### src/rtl/detector_raw_bank_hit_parser_defines.svh
// Assertion macros shared by the raw bank parser modules.
`ifndef DETECTOR_RAW_BANK_HIT_PARSER_DEFINES_SVH
`define DETECTOR_RAW_BANK_HIT_PARSER_DEFINES_SVH

// same-cycle implication, clocked on clk, off during reset
`define DRBHP_ASSERT_IMP(lbl, ante, cons, msg) \
	lbl: assert property (@(posedge clk) disable iff (!arst_n) (ante) |-> (cons)) \
		else $error(msg);

// next-cycle implication
`define DRBHP_ASSERT_NXT(lbl, ante, cons, msg) \
	lbl: assert property (@(posedge clk) disable iff (!arst_n) (ante) |=> (cons)) \
		else $error(msg);

`endif

### src/rtl/drbhp_pkg.sv
// Types, constants and lookup for the raw bank hit parser.
`timescale 1ns / 1ps
package drbhp_pkg;

	localparam int MAX_BANK_WORDS = 1024;
	localparam int LEN_W = 11;
	localparam int HITS_W = 11;
	localparam int Q_DEPTH = 4;
	localparam int Q_AW = $clog2(Q_DEPTH);
	localparam int Q_CW = $clog2(Q_DEPTH + 1);

	localparam logic [12:0] TABLE_ENTRIES_RST = 13'd4096;
	localparam logic [3:0] SOURCE_LIMIT_RST = 4'd10;
	localparam logic [15:0] N_SOURCES = 16'd10;
	localparam logic [LEN_W-1:0] MIN_BANK_WORDS = LEN_W'(6);

	localparam logic CFG_TABLE_ENTRIES = 1'b0;
	localparam logic CFG_SOURCE_LIMIT = 1'b1;

	typedef enum logic [2:0] {
		PH_IDLE,
		PH_PRE,
		PH_COUNT,
		PH_DATA,
		PH_TAIL
	} phase_t;

	typedef enum logic [1:0] {
		KIND_HIT,
		KIND_DROP,
		KIND_DONE,
		KIND_ERROR
	} kind_t;

	typedef enum logic [1:0] {
		ERR_SHORT,
		ERR_PADDING,
		ERR_HITS,
		ERR_SOURCE
	} err_t;

	typedef struct packed {
		kind_t kind;
		err_t error_code;
		logic [11:0] address;
		logic [3:0] tdc;
		logic [1:0] station;
		logic [1:0] section;
		logic last;
	} result_t;

	// all results caused by one word
	typedef struct packed {
		logic two;
		result_t r0;
		result_t r1;
	} entry_t;

	function automatic logic [1:0] station_of(input logic [3:0] src);
		logic [1:0] stn;
		case (src)
			4'd4, 4'd5: stn = 2'd1;
			4'd6, 4'd7: stn = 2'd2;
			4'd8, 4'd9: stn = 2'd3;
			default: stn = 2'd0;
		endcase
		return stn;
	endfunction

endpackage

### src/rtl/drbhp_front.sv
// Front end: word parser state, config registers, builds per-word result entries.
`timescale 1ns / 1ps
`include "detector_raw_bank_hit_parser_defines.svh"
module drbhp_front
	import drbhp_pkg::*;
(
	input  logic        clk,
	input  logic        arst_n,
	input  logic        cfg_we,
	input  logic        cfg_index,
	input  logic [12:0] cfg_data,
	input  logic        push,
	input  logic [15:0] word,
	input  logic        first,
	input  logic [10:0] bank_words,
	input  logic [15:0] source_id,
	input  logic        full,
	output logic        wr,
	output entry_t      wr_entry
);

	logic [12:0] tab_q;
	logic [3:0] src_limit_q;

	phase_t phase_q, phase_d, ph;
	logic [LEN_W-1:0] idx_q, idx_d;
	logic [LEN_W-1:0] length_q, length_d;
	logic [LEN_W-1:0] pre_q, pre_d;
	logic [2:0] sec_q, sec_d, sec;
	logic [HITS_W-1:0] hits_q, hits_d, hits;
	logic [1:0] station_q, station_d;

	logic acc;
	logic [LEN_W-1:0] len_c;
	logic [16:0] pre_c;
	logic src_bad;
	logic [1:0] stn_new;
	logic [LEN_W-1:0] remaining;
	logic count_err;
	logic has_a, has_b;
	result_t res_a, res_b;

	assign acc = push && !full;

	always_comb begin
		phase_d = phase_q;
		idx_d = idx_q;
		length_d = length_q;
		pre_d = pre_q;
		sec_d = sec_q;
		hits_d = hits_q;
		station_d = station_q;
		ph = phase_q;
		sec = sec_q;
		hits = hits_q;
		count_err = 1'b0;
		has_a = 1'b0;
		has_b = 1'b0;
		res_a = '0;
		res_b = '0;

		len_c = (bank_words > LEN_W'(MAX_BANK_WORDS)) ? LEN_W'(MAX_BANK_WORDS) : bank_words;
		pre_c = ({1'b0, word} + 17'd3) & ~17'd1;
		src_bad = (source_id >= {12'd0, src_limit_q}) || (source_id >= N_SOURCES);
		stn_new = station_of(source_id[3:0]);
		remaining = length_q - idx_q;

		if (first) begin
			phase_d = PH_IDLE;
			has_a = 1'b1;
			res_a.kind = KIND_ERROR;
			if (src_bad) begin
				res_a.error_code = ERR_SOURCE;
			end else begin
				station_d = stn_new;
				res_a.station = stn_new;
				if (len_c < MIN_BANK_WORDS) begin
					res_a.error_code = ERR_SHORT;
				end else if (pre_c > {6'd0, len_c}) begin
					res_a.error_code = ERR_PADDING;
				end else begin
					has_a = 1'b0;
					phase_d = PH_PRE;
					length_d = len_c;
					pre_d = pre_c[LEN_W-1:0];
					idx_d = LEN_W'(1);
					sec_d = 3'd0;
					hits_d = '0;
				end
			end
		end else if (phase_q != PH_IDLE && idx_q < length_q) begin
			if (ph == PH_PRE && idx_q >= pre_q) begin
				ph = PH_COUNT;
			end
			if (ph == PH_COUNT) begin
				if (({1'b0, word} + 17'd1) > {6'd0, remaining}) begin
					has_a = 1'b1;
					count_err = 1'b1;
					res_a.kind = KIND_ERROR;
					res_a.error_code = ERR_HITS;
					res_a.station = station_q;
					ph = PH_IDLE;
				end else if (word == 16'd0) begin
					sec = sec + 3'd1;
					ph = (sec >= 3'd4) ? PH_TAIL : PH_COUNT;
				end else begin
					hits = word[HITS_W-1:0];
					ph = PH_DATA;
				end
			end else if (ph == PH_DATA) begin
				has_a = 1'b1;
				res_a.kind = ({1'b0, word[11:0]} < tab_q) ? KIND_HIT : KIND_DROP;
				res_a.address = word[11:0];
				res_a.tdc = word[15:12];
				res_a.station = station_q;
				res_a.section = sec[1:0];
				hits = hits - HITS_W'(1);
				if (hits == '0) begin
					sec = sec + 3'd1;
					ph = (sec >= 3'd4) ? PH_TAIL : PH_COUNT;
				end
			end
			if (!count_err && (({1'b0, idx_q} + 12'd1) >= {1'b0, length_q})) begin
				has_b = 1'b1;
				res_b.kind = (ph == PH_TAIL) ? KIND_DONE : KIND_ERROR;
				res_b.error_code = ERR_SHORT;
				res_b.station = station_q;
				ph = PH_IDLE;
			end
			phase_d = ph;
			sec_d = sec;
			hits_d = hits;
			idx_d = idx_q + LEN_W'(1);
		end

		res_a.last = !has_b;
		res_b.last = 1'b1;
		wr_entry.two = has_a && has_b;
		wr_entry.r0 = has_a ? res_a : res_b;
		wr_entry.r1 = res_b;
	end

	assign wr = acc && (has_a || has_b);

	always_ff @(posedge clk or negedge arst_n) begin
		if (!arst_n) begin
			tab_q <= TABLE_ENTRIES_RST;
			src_limit_q <= SOURCE_LIMIT_RST;
		end else if (cfg_we) begin
			case (cfg_index)
				CFG_TABLE_ENTRIES: tab_q <= cfg_data;
				CFG_SOURCE_LIMIT: src_limit_q <= cfg_data[3:0];
				default: ;
			endcase
		end
	end

	always_ff @(posedge clk or negedge arst_n) begin
		if (!arst_n) begin
			phase_q <= PH_IDLE;
			idx_q <= '0;
			length_q <= '0;
			pre_q <= '0;
			sec_q <= '0;
			hits_q <= '0;
			station_q <= '0;
		end else if (acc) begin
			phase_q <= phase_d;
			idx_q <= idx_d;
			length_q <= length_d;
			pre_q <= pre_d;
			sec_q <= sec_d;
			hits_q <= hits_d;
			station_q <= station_d;
		end
	end

	`DRBHP_ASSERT_NXT(a_err_ends_bank, wr && (wr_entry.r0.kind == KIND_ERROR || (wr_entry.two && wr_entry.r1.kind == KIND_ERROR)), phase_q == PH_IDLE, "error beat did not end the bank")
	`DRBHP_ASSERT_IMP(a_data_has_hits, phase_q == PH_DATA, hits_q != '0, "data phase with no hits left")

endmodule

### src/rtl/drbhp_queue.sv
// Short queue of result entries between parser and result unpacker.
`timescale 1ns / 1ps
`include "detector_raw_bank_hit_parser_defines.svh"
module drbhp_queue
	import drbhp_pkg::*;
(
	input  logic   clk,
	input  logic   arst_n,
	input  logic   wr,
	input  entry_t wr_entry,
	output logic   full,
	input  logic   rd,
	output logic   q_empty,
	output entry_t head
);

	entry_t mem_q [Q_DEPTH];
	logic [Q_AW-1:0] wptr_q, rptr_q;
	logic [Q_CW-1:0] cnt_q;

	assign full = (cnt_q == Q_CW'(Q_DEPTH));
	assign q_empty = (cnt_q == '0);
	assign head = mem_q[rptr_q];

	always_ff @(posedge clk) begin
		if (wr) begin
			mem_q[wptr_q] <= wr_entry;
		end
	end

	always_ff @(posedge clk or negedge arst_n) begin
		if (!arst_n) begin
			wptr_q <= '0;
			rptr_q <= '0;
			cnt_q <= '0;
		end else begin
			if (wr) begin
				wptr_q <= wptr_q + Q_AW'(1);
			end
			if (rd) begin
				rptr_q <= rptr_q + Q_AW'(1);
			end
			case ({wr, rd})
				2'b10: cnt_q <= cnt_q + Q_CW'(1);
				2'b01: cnt_q <= cnt_q - Q_CW'(1);
				default: ;
			endcase
		end
	end

	`DRBHP_ASSERT_IMP(a_no_overflow, wr, cnt_q < Q_CW'(Q_DEPTH), "write into a full queue")
	`DRBHP_ASSERT_IMP(a_no_underflow, rd, cnt_q != '0, "read from an empty queue")

endmodule

### src/rtl/drbhp_back.sv
// Back end: splits queued entries into single result beats.
`timescale 1ns / 1ps
`include "detector_raw_bank_hit_parser_defines.svh"
module drbhp_back
	import drbhp_pkg::*;
(
	input  logic    clk,
	input  logic    arst_n,
	input  logic    q_empty,
	input  entry_t  head,
	input  logic    pop,
	output logic    rd,
	output result_t res
);

	logic sub_q;
	logic take;

	assign take = pop && !q_empty;
	assign rd = take && (!head.two || sub_q);
	assign res = sub_q ? head.r1 : head.r0;

	always_ff @(posedge clk or negedge arst_n) begin
		if (!arst_n) begin
			sub_q <= 1'b0;
		end else if (take) begin
			sub_q <= head.two && !sub_q;
		end
	end

	`DRBHP_ASSERT_IMP(a_sub_on_pair, sub_q, !q_empty && head.two, "second beat without a paired entry")

endmodule

### src/rtl/detector_raw_bank_hit_parser.sv
// Raw readout bank hit parser, top level.
// Takes one 16-bit bank word per cycle while full is low and turns it into hit,
// dropped-hit, done and error results. The parser updates its bank state in the
// cycle a word is taken; words that cause results put one entry into a four-deep
// queue, and the result side pops it one beat at a time. Most words cause zero
// or one result; the last data word of a clean or short bank causes two, which
// take two result beats. Sustained input rate is one word per cycle as long as
// the consumer pops a result every cycle and two-result words are rare; full
// rises once four entries wait. Configuration is held in table_entries (index 0)
// and source_limit (index 1).
`timescale 1ns / 1ps
module detector_raw_bank_hit_parser
	import drbhp_pkg::*;
(
	input  logic        clk,
	input  logic        arst_n,
	input  logic        cfg_we,
	input  logic        cfg_index,
	input  logic [12:0] cfg_data,
	input  logic        push,
	output logic        full,
	input  logic [15:0] word,
	input  logic        first,
	input  logic [10:0] bank_words,
	input  logic [15:0] source_id,
	output logic        empty,
	input  logic        pop,
	output logic [1:0]  kind,
	output logic [1:0]  error_code,
	output logic [11:0] address,
	output logic [3:0]  tdc,
	output logic [1:0]  station,
	output logic [1:0]  section,
	output logic        last
);

	logic wr;
	entry_t wr_entry;
	logic rd;
	logic q_empty;
	entry_t head;
	result_t res;

	drbhp_front u_front (
		.clk        (clk),
		.arst_n     (arst_n),
		.cfg_we     (cfg_we),
		.cfg_index  (cfg_index),
		.cfg_data   (cfg_data),
		.push       (push),
		.word       (word),
		.first      (first),
		.bank_words (bank_words),
		.source_id  (source_id),
		.full       (full),
		.wr         (wr),
		.wr_entry   (wr_entry)
	);

	drbhp_queue u_queue (
		.clk      (clk),
		.arst_n   (arst_n),
		.wr       (wr),
		.wr_entry (wr_entry),
		.full     (full),
		.rd       (rd),
		.q_empty  (q_empty),
		.head     (head)
	);

	drbhp_back u_back (
		.clk     (clk),
		.arst_n  (arst_n),
		.q_empty (q_empty),
		.head    (head),
		.pop     (pop),
		.rd      (rd),
		.res     (res)
	);

	assign empty = q_empty;
	assign kind = res.kind;
	assign error_code = res.error_code;
	assign address = res.address;
	assign tdc = res.tdc;
	assign station = res.station;
	assign section = res.section;
	assign last = res.last;

endmodule

### config.mk
export PLATFORM = sky130hd
export DESIGN_NAME = detector_raw_bank_hit_parser
export DESIGN_NICKNAME = d
export VERILOG_FILES = /design/src/rtl/drbhp_pkg.sv /design/src/rtl/drbhp_front.sv /design/src/rtl/drbhp_queue.sv /design/src/rtl/drbhp_back.sv /design/src/rtl/detector_raw_bank_hit_parser.sv
export VERILOG_INCLUDE_DIRS = /design/src /design/src/rtl
export SDC_FILE = /design/constraint.sdc
export NUM_CORES = 1
export LEC_CHECK = 0
export CAP_MARGIN = 20
export CELL_PAD_IN_SITES_DETAIL_PLACEMENT = 1
export CELL_PAD_IN_SITES_GLOBAL_PLACEMENT = 1
export CORE_MARGIN = 2
export CORE_UTILIZATION = 46
export CTS_CLUSTER_DIAMETER = 200
export DETAILED_ROUTE_END_ITERATION = 10
export DONT_BUFFER_PORTS = 1
export PLACE_DENSITY = 0.78
export SYNTH_ARGS = -nofsm -noshare
export SYNTH_HDL_FRONTEND = slang
export SYNTH_HIERARCHICAL = 1
export SYNTH_SLANG_ARGS = --single-unit
### constraint.sdc
create_clock -name clk -period 7.07 [get_ports clk]
set_clock_uncertainty 0.05 [all_clocks]
set_input_delay 0.707 -clock clk [delete_from_list [all_inputs] [get_ports clk]]
set_output_delay 0.707 -clock clk [all_outputs]
set_load 0.01 [all_outputs]
==> run_results.csv <==
group,metric,value,unit
setup_path,crit_type,"flip-flop to flip-flop",
sta,fin_crit_sh,88.1,%
route,vias_per_cell,5.92,
route,vias,9328,
route,drt_iter0_drc,563,
clock_network,cts_sinks,280,
placed_design,dp_hpwl,25400,um
sta,final_max_slew_viol_count,0,
sta,tns,0,ns
cells_and_area,syn_to_final_growth,8.62,%
cells_and_area,utilization,50.9,%
sta,maxSlewHeadroom,31.7,%
setup_path,r2r_setup_slack,0.84,ns
floorplan,rows,65,
route,drtPass1Iterations,5,
setup_path,r2r_start,"u_front/idx_q[0]",
clock_network,clk_pin_slew_worst_paths,0.06,ns
yosys,mappedNetlistArea,0.0149,mm^2
floorplan,boundaryPins,90,
floorplan,die_h,184,um
cells_and_area,regArea,0.00804,mm^2
setup_path,start_kind,"flip-flop",
yosys,yosysSeqAreaShare,54.1,%
clock_network,root_buffer,"clkbuf_16",
setup_path,crit_fanout,8,
setup_path,arrival,6.67,ns
sta,hold_ws,-0.000112,ns
sta,worst_pin_slew,1.01,ns
floorplan,fp.dieW,184,um
yosys,syn-mean-instance-area,12.8,um^2
global_route,gr-total-overflow,0,
sta,final-hold-violation-count,2,
clock_network,cts_buffers,30,
power_and_ir_drop,ir_worst_vdd,0.210,mV
cells_and_area,multi_input_area,0.00610,mm^2
floorplan,die_area,0.0337,mm^2
clock_network,cts_tree,"built",
global_route,grtUsageTotal,22.5,%
setup_path,r2r_end,"u_queue/cnt_q[2]",
route,routedWlPerCell,23.5,um
power_and_ir_drop,p_leak,6.20,nW
global_route,grt_start_max_net_pins,77,
clock_network,clk_path_buf_depth,3,
sta,finalSetupViolCount,0,
setup_path,required,7.51,ns
route,postRouteWirelength,37000,um
cells_and_area,fillers,3268,
route,drtAntennaViolNets,0,
yosys,postSynth.asyncResetShare,27.1,%
floorplan,start_util,46.8,%
global_route,first_global_vias,10045,
placed_design,portBuffers,0,
yosys,synthDistinctLibCells,80,
route,drc,0,
yosys,synth_commonest_cells,"edfxtp_1, nand2_1, ha_1",
cells_and_area,fin_nets,1295,
global_route,grt_pass1_wl,57900,um
clock_network,htreeDepth,1,
sta,grt_setup_unrepaired,"no",
yosys,yosysTopAreaCell,"edfxtp_1",
min_path,holdCritPathClass,"input port to asynchronous set/reset pin",
setup_path,reg2reg_depth,27,
outcome,status,"complete, but fails checks",
yosys,synth_edf_count,204,
yosys,synth_cells,1159,
yosys,synth_flop_cell,"edfxtp_1",
global_route,antenna_found_initial,0,
floorplan,core,0.0317,mm^2
sta,max_freq,160,MHz
setup_path,cp-end-kind,"flip-flop",
cells_and_area,final_layout_size_suffix_gt1_share,14.2,%
sta,period_needed,6.23,ns
outcome,violations,"negative hold slack",
clock_network,postCtsSetupBuffers,0,
yosys,yosysWarnings,6,
yosys,synth.area.top_cells,"edfxtp_1, dfrtp_1, mux4_2, ha_1, o21ai_0",
placed_design,gp_congestion,0.861,
power_and_ir_drop,power.density,329,mW/mm^2
job,max_cap_viol_count,0,
yosys,synth_top_area_share,41.2,%
clock_network,clk_latency,0.56,ns
yosys,synth.most_common_cell,"edfxtp_1",
yosys,synth-seq-cells,280,
==> how the worst max path moves through the flow <==
| stage | start | end | slack [ns] | cells after the start |
|---|---|---|---|---|
| floorplan | u_front/idx_q[0] | u_queue/mem_q[0][0] | 0.85 | 20 |
| global placement | u_front/idx_q[0] | u_queue/cnt_q[2] | 1.23 | 27 |
| detailed placement | u_front/idx_q[0] | u_queue/cnt_q[2] | 0.97 | 27 |
| CTS | u_front/idx_q[0] | u_queue/cnt_q[2] | 0.91 | 27 |
| global route | u_front/idx_q[0] | u_queue/cnt_q[2] | 0.08 | 27 |
| finish | u_front/idx_q[0] | u_queue/cnt_q[2] | 0.84 | 27 |
==> worst max-delay path, stage by stage, from the launching register on <==
cell,delay (ns)
dfrtp_1,0.48
ha_1,0.22
inv_1,0.06
fa_1,0.41
a21o_1,0.19
a21oi_1,0.22
o21bai_1,0.09
a21oi_1,0.23
o21bai_1,0.10
a21oi_1,0.31
nor4bb_1,0.10
a311oi_1,0.25
ha_1,0.31
a21oi_1,0.18
nor4b_1,0.27
a222oi_1,0.18
a211oi_1,0.54
a2111oi_0,0.29
a21oi_1,0.26
a21boi_0,0.15
buf_4,0.19
inv_1,0.06
ha_1,0.17
inv_1,0.06
fa_1,0.37
xor2_1,0.15
nor2_1,0.11
xor2_1,0.15
==> power by group <==
group / total (mW) / internal [mW] / switching [mW]
clock network: 1.61 / 0.959 / 0.652
registers: 2.14 / 1.98 / 0.157
logic: 1.56 / 0.736 / 0.827
total: 5.31 / 3.67 / 1.64
==> through the flow <==
stage / area [um^2] / cells / power (mW) / worst slack [ns] / hold WS (ns)
after detailed placement: 15100 / 1519 / 3.73 / 0.975 / 0.364
after floorplan: 14900 / 1178 / 3.46 / 0.852 / 0.361
after CTS: 16100 / 1575 / 5.38 / 0.908 / 0.00338
after global routing: 16100 / 1576 / 5.59 / 0.0834 / 0.0157
final: 16100 / 1577 / 5.31 / 0.839 / -0.000112
after global placement: 15100 / 1519 / 3.65 / 1.23 / 0.364
==> flip-flops by register name, summed over array words and instances (netlist names) <==
register and cells:
u_back/sub_q 1, u_front/hits_q 11, u_front/idx_q 11, u_front/length_q 11, u_front/phase_q 3, u_front/pre_q 10
u_front/sec_q 3, u_front/src_limit_q 4, u_front/station_q 2, u_front/tab_q 13, u_queue/cnt_q 3, u_queue/mem_q 204
u_queue/rptr_q 2, u_queue/wptr_q 2
==> per-layer routing <==
metal,GRT usage [%],up-vias,part of all wire (%),routed length (um)
li1,-,4265,-,-
met1,29.5,4749,43,15800
met2,38.1,257,49,18000
met3,4.18,57,6.1,2260
met4,6.78,0,2.6,946
met5,0,-,0,0
==> area by class of cell <==
cell class | instances | share of cell area [%]
Multi-Input combinational cell | 747 | 37.8
Antenna cell | 1 | 0.0155
Clock inverter | 16 | 1.26
Timing Repair Buffer | 15 | 1.13
Sequential cell | 280 | 49.8
Clock buffer | 39 | 5.05
Tap cell | 402 | 3.12
Inverter | 77 | 1.79
==> placed cells by master (no fill, tap or decap), types with 4 or more instances in the layout <==
| cell | count |
|---|---|
| a211o_1 | 4 |
| a211oi_1 | 7 |
| a21o_1 | 12 |
| a21oi_1 | 46 |
| a31oi_1 | 4 |
| and2_1 | 4 |
| and2_2 | 4 |
| and3_1 | 27 |
| buf_12 | 4 |
| buf_4 | 10 |
| bufinv_16 | 4 |
| clkbuf_1 | 6 |
| clkbuf_16 | 30 |
| conb_1 | 21 |
| dfrtp_1 | 71 |
| edfxtp_1 | 204 |
| ha_1 | 79 |
| inv_1 | 77 |
| mux2_2 | 16 |
| mux2_4 | 19 |
| mux2i_1 | 12 |
| mux4_2 | 48 |
| nand2_1 | 86 |
| nand2b_1 | 14 |
| nand3_1 | 20 |
| nand4_1 | 14 |
| nor2_1 | 48 |
| nor2b_1 | 11 |
| nor3_1 | 20 |
| nor3b_1 | 6 |
| nor4_1 | 20 |
| o21a_1 | 7 |
| o21ai_0 | 78 |
| o21ai_1 | 7 |
| xnor2_1 | 26 |
| xor2_1 | 22 |
==> kinds of logic after synthesis <==
group / count (synthesis) / synth area share [%]
xor+xnor: 48 / 2.83
fa+ha+maj: 81 / 6.92
mux: 101 / 12.0
other cells: 2 / 0.0506
buf+inv: 151 / 5.46
simple gates: 293 / 10.3
flops: 280 / 54.1
compound gates: 203 / 8.42
==> repair_timing <==
action,CTS,global route
endpoints found under the hold margin,76,0
endpoints found under the setup margin,0,0
gates resized for setup,0,0
hold buffers,1,0
No activity file was read; power rests on OpenSTA's default activity.
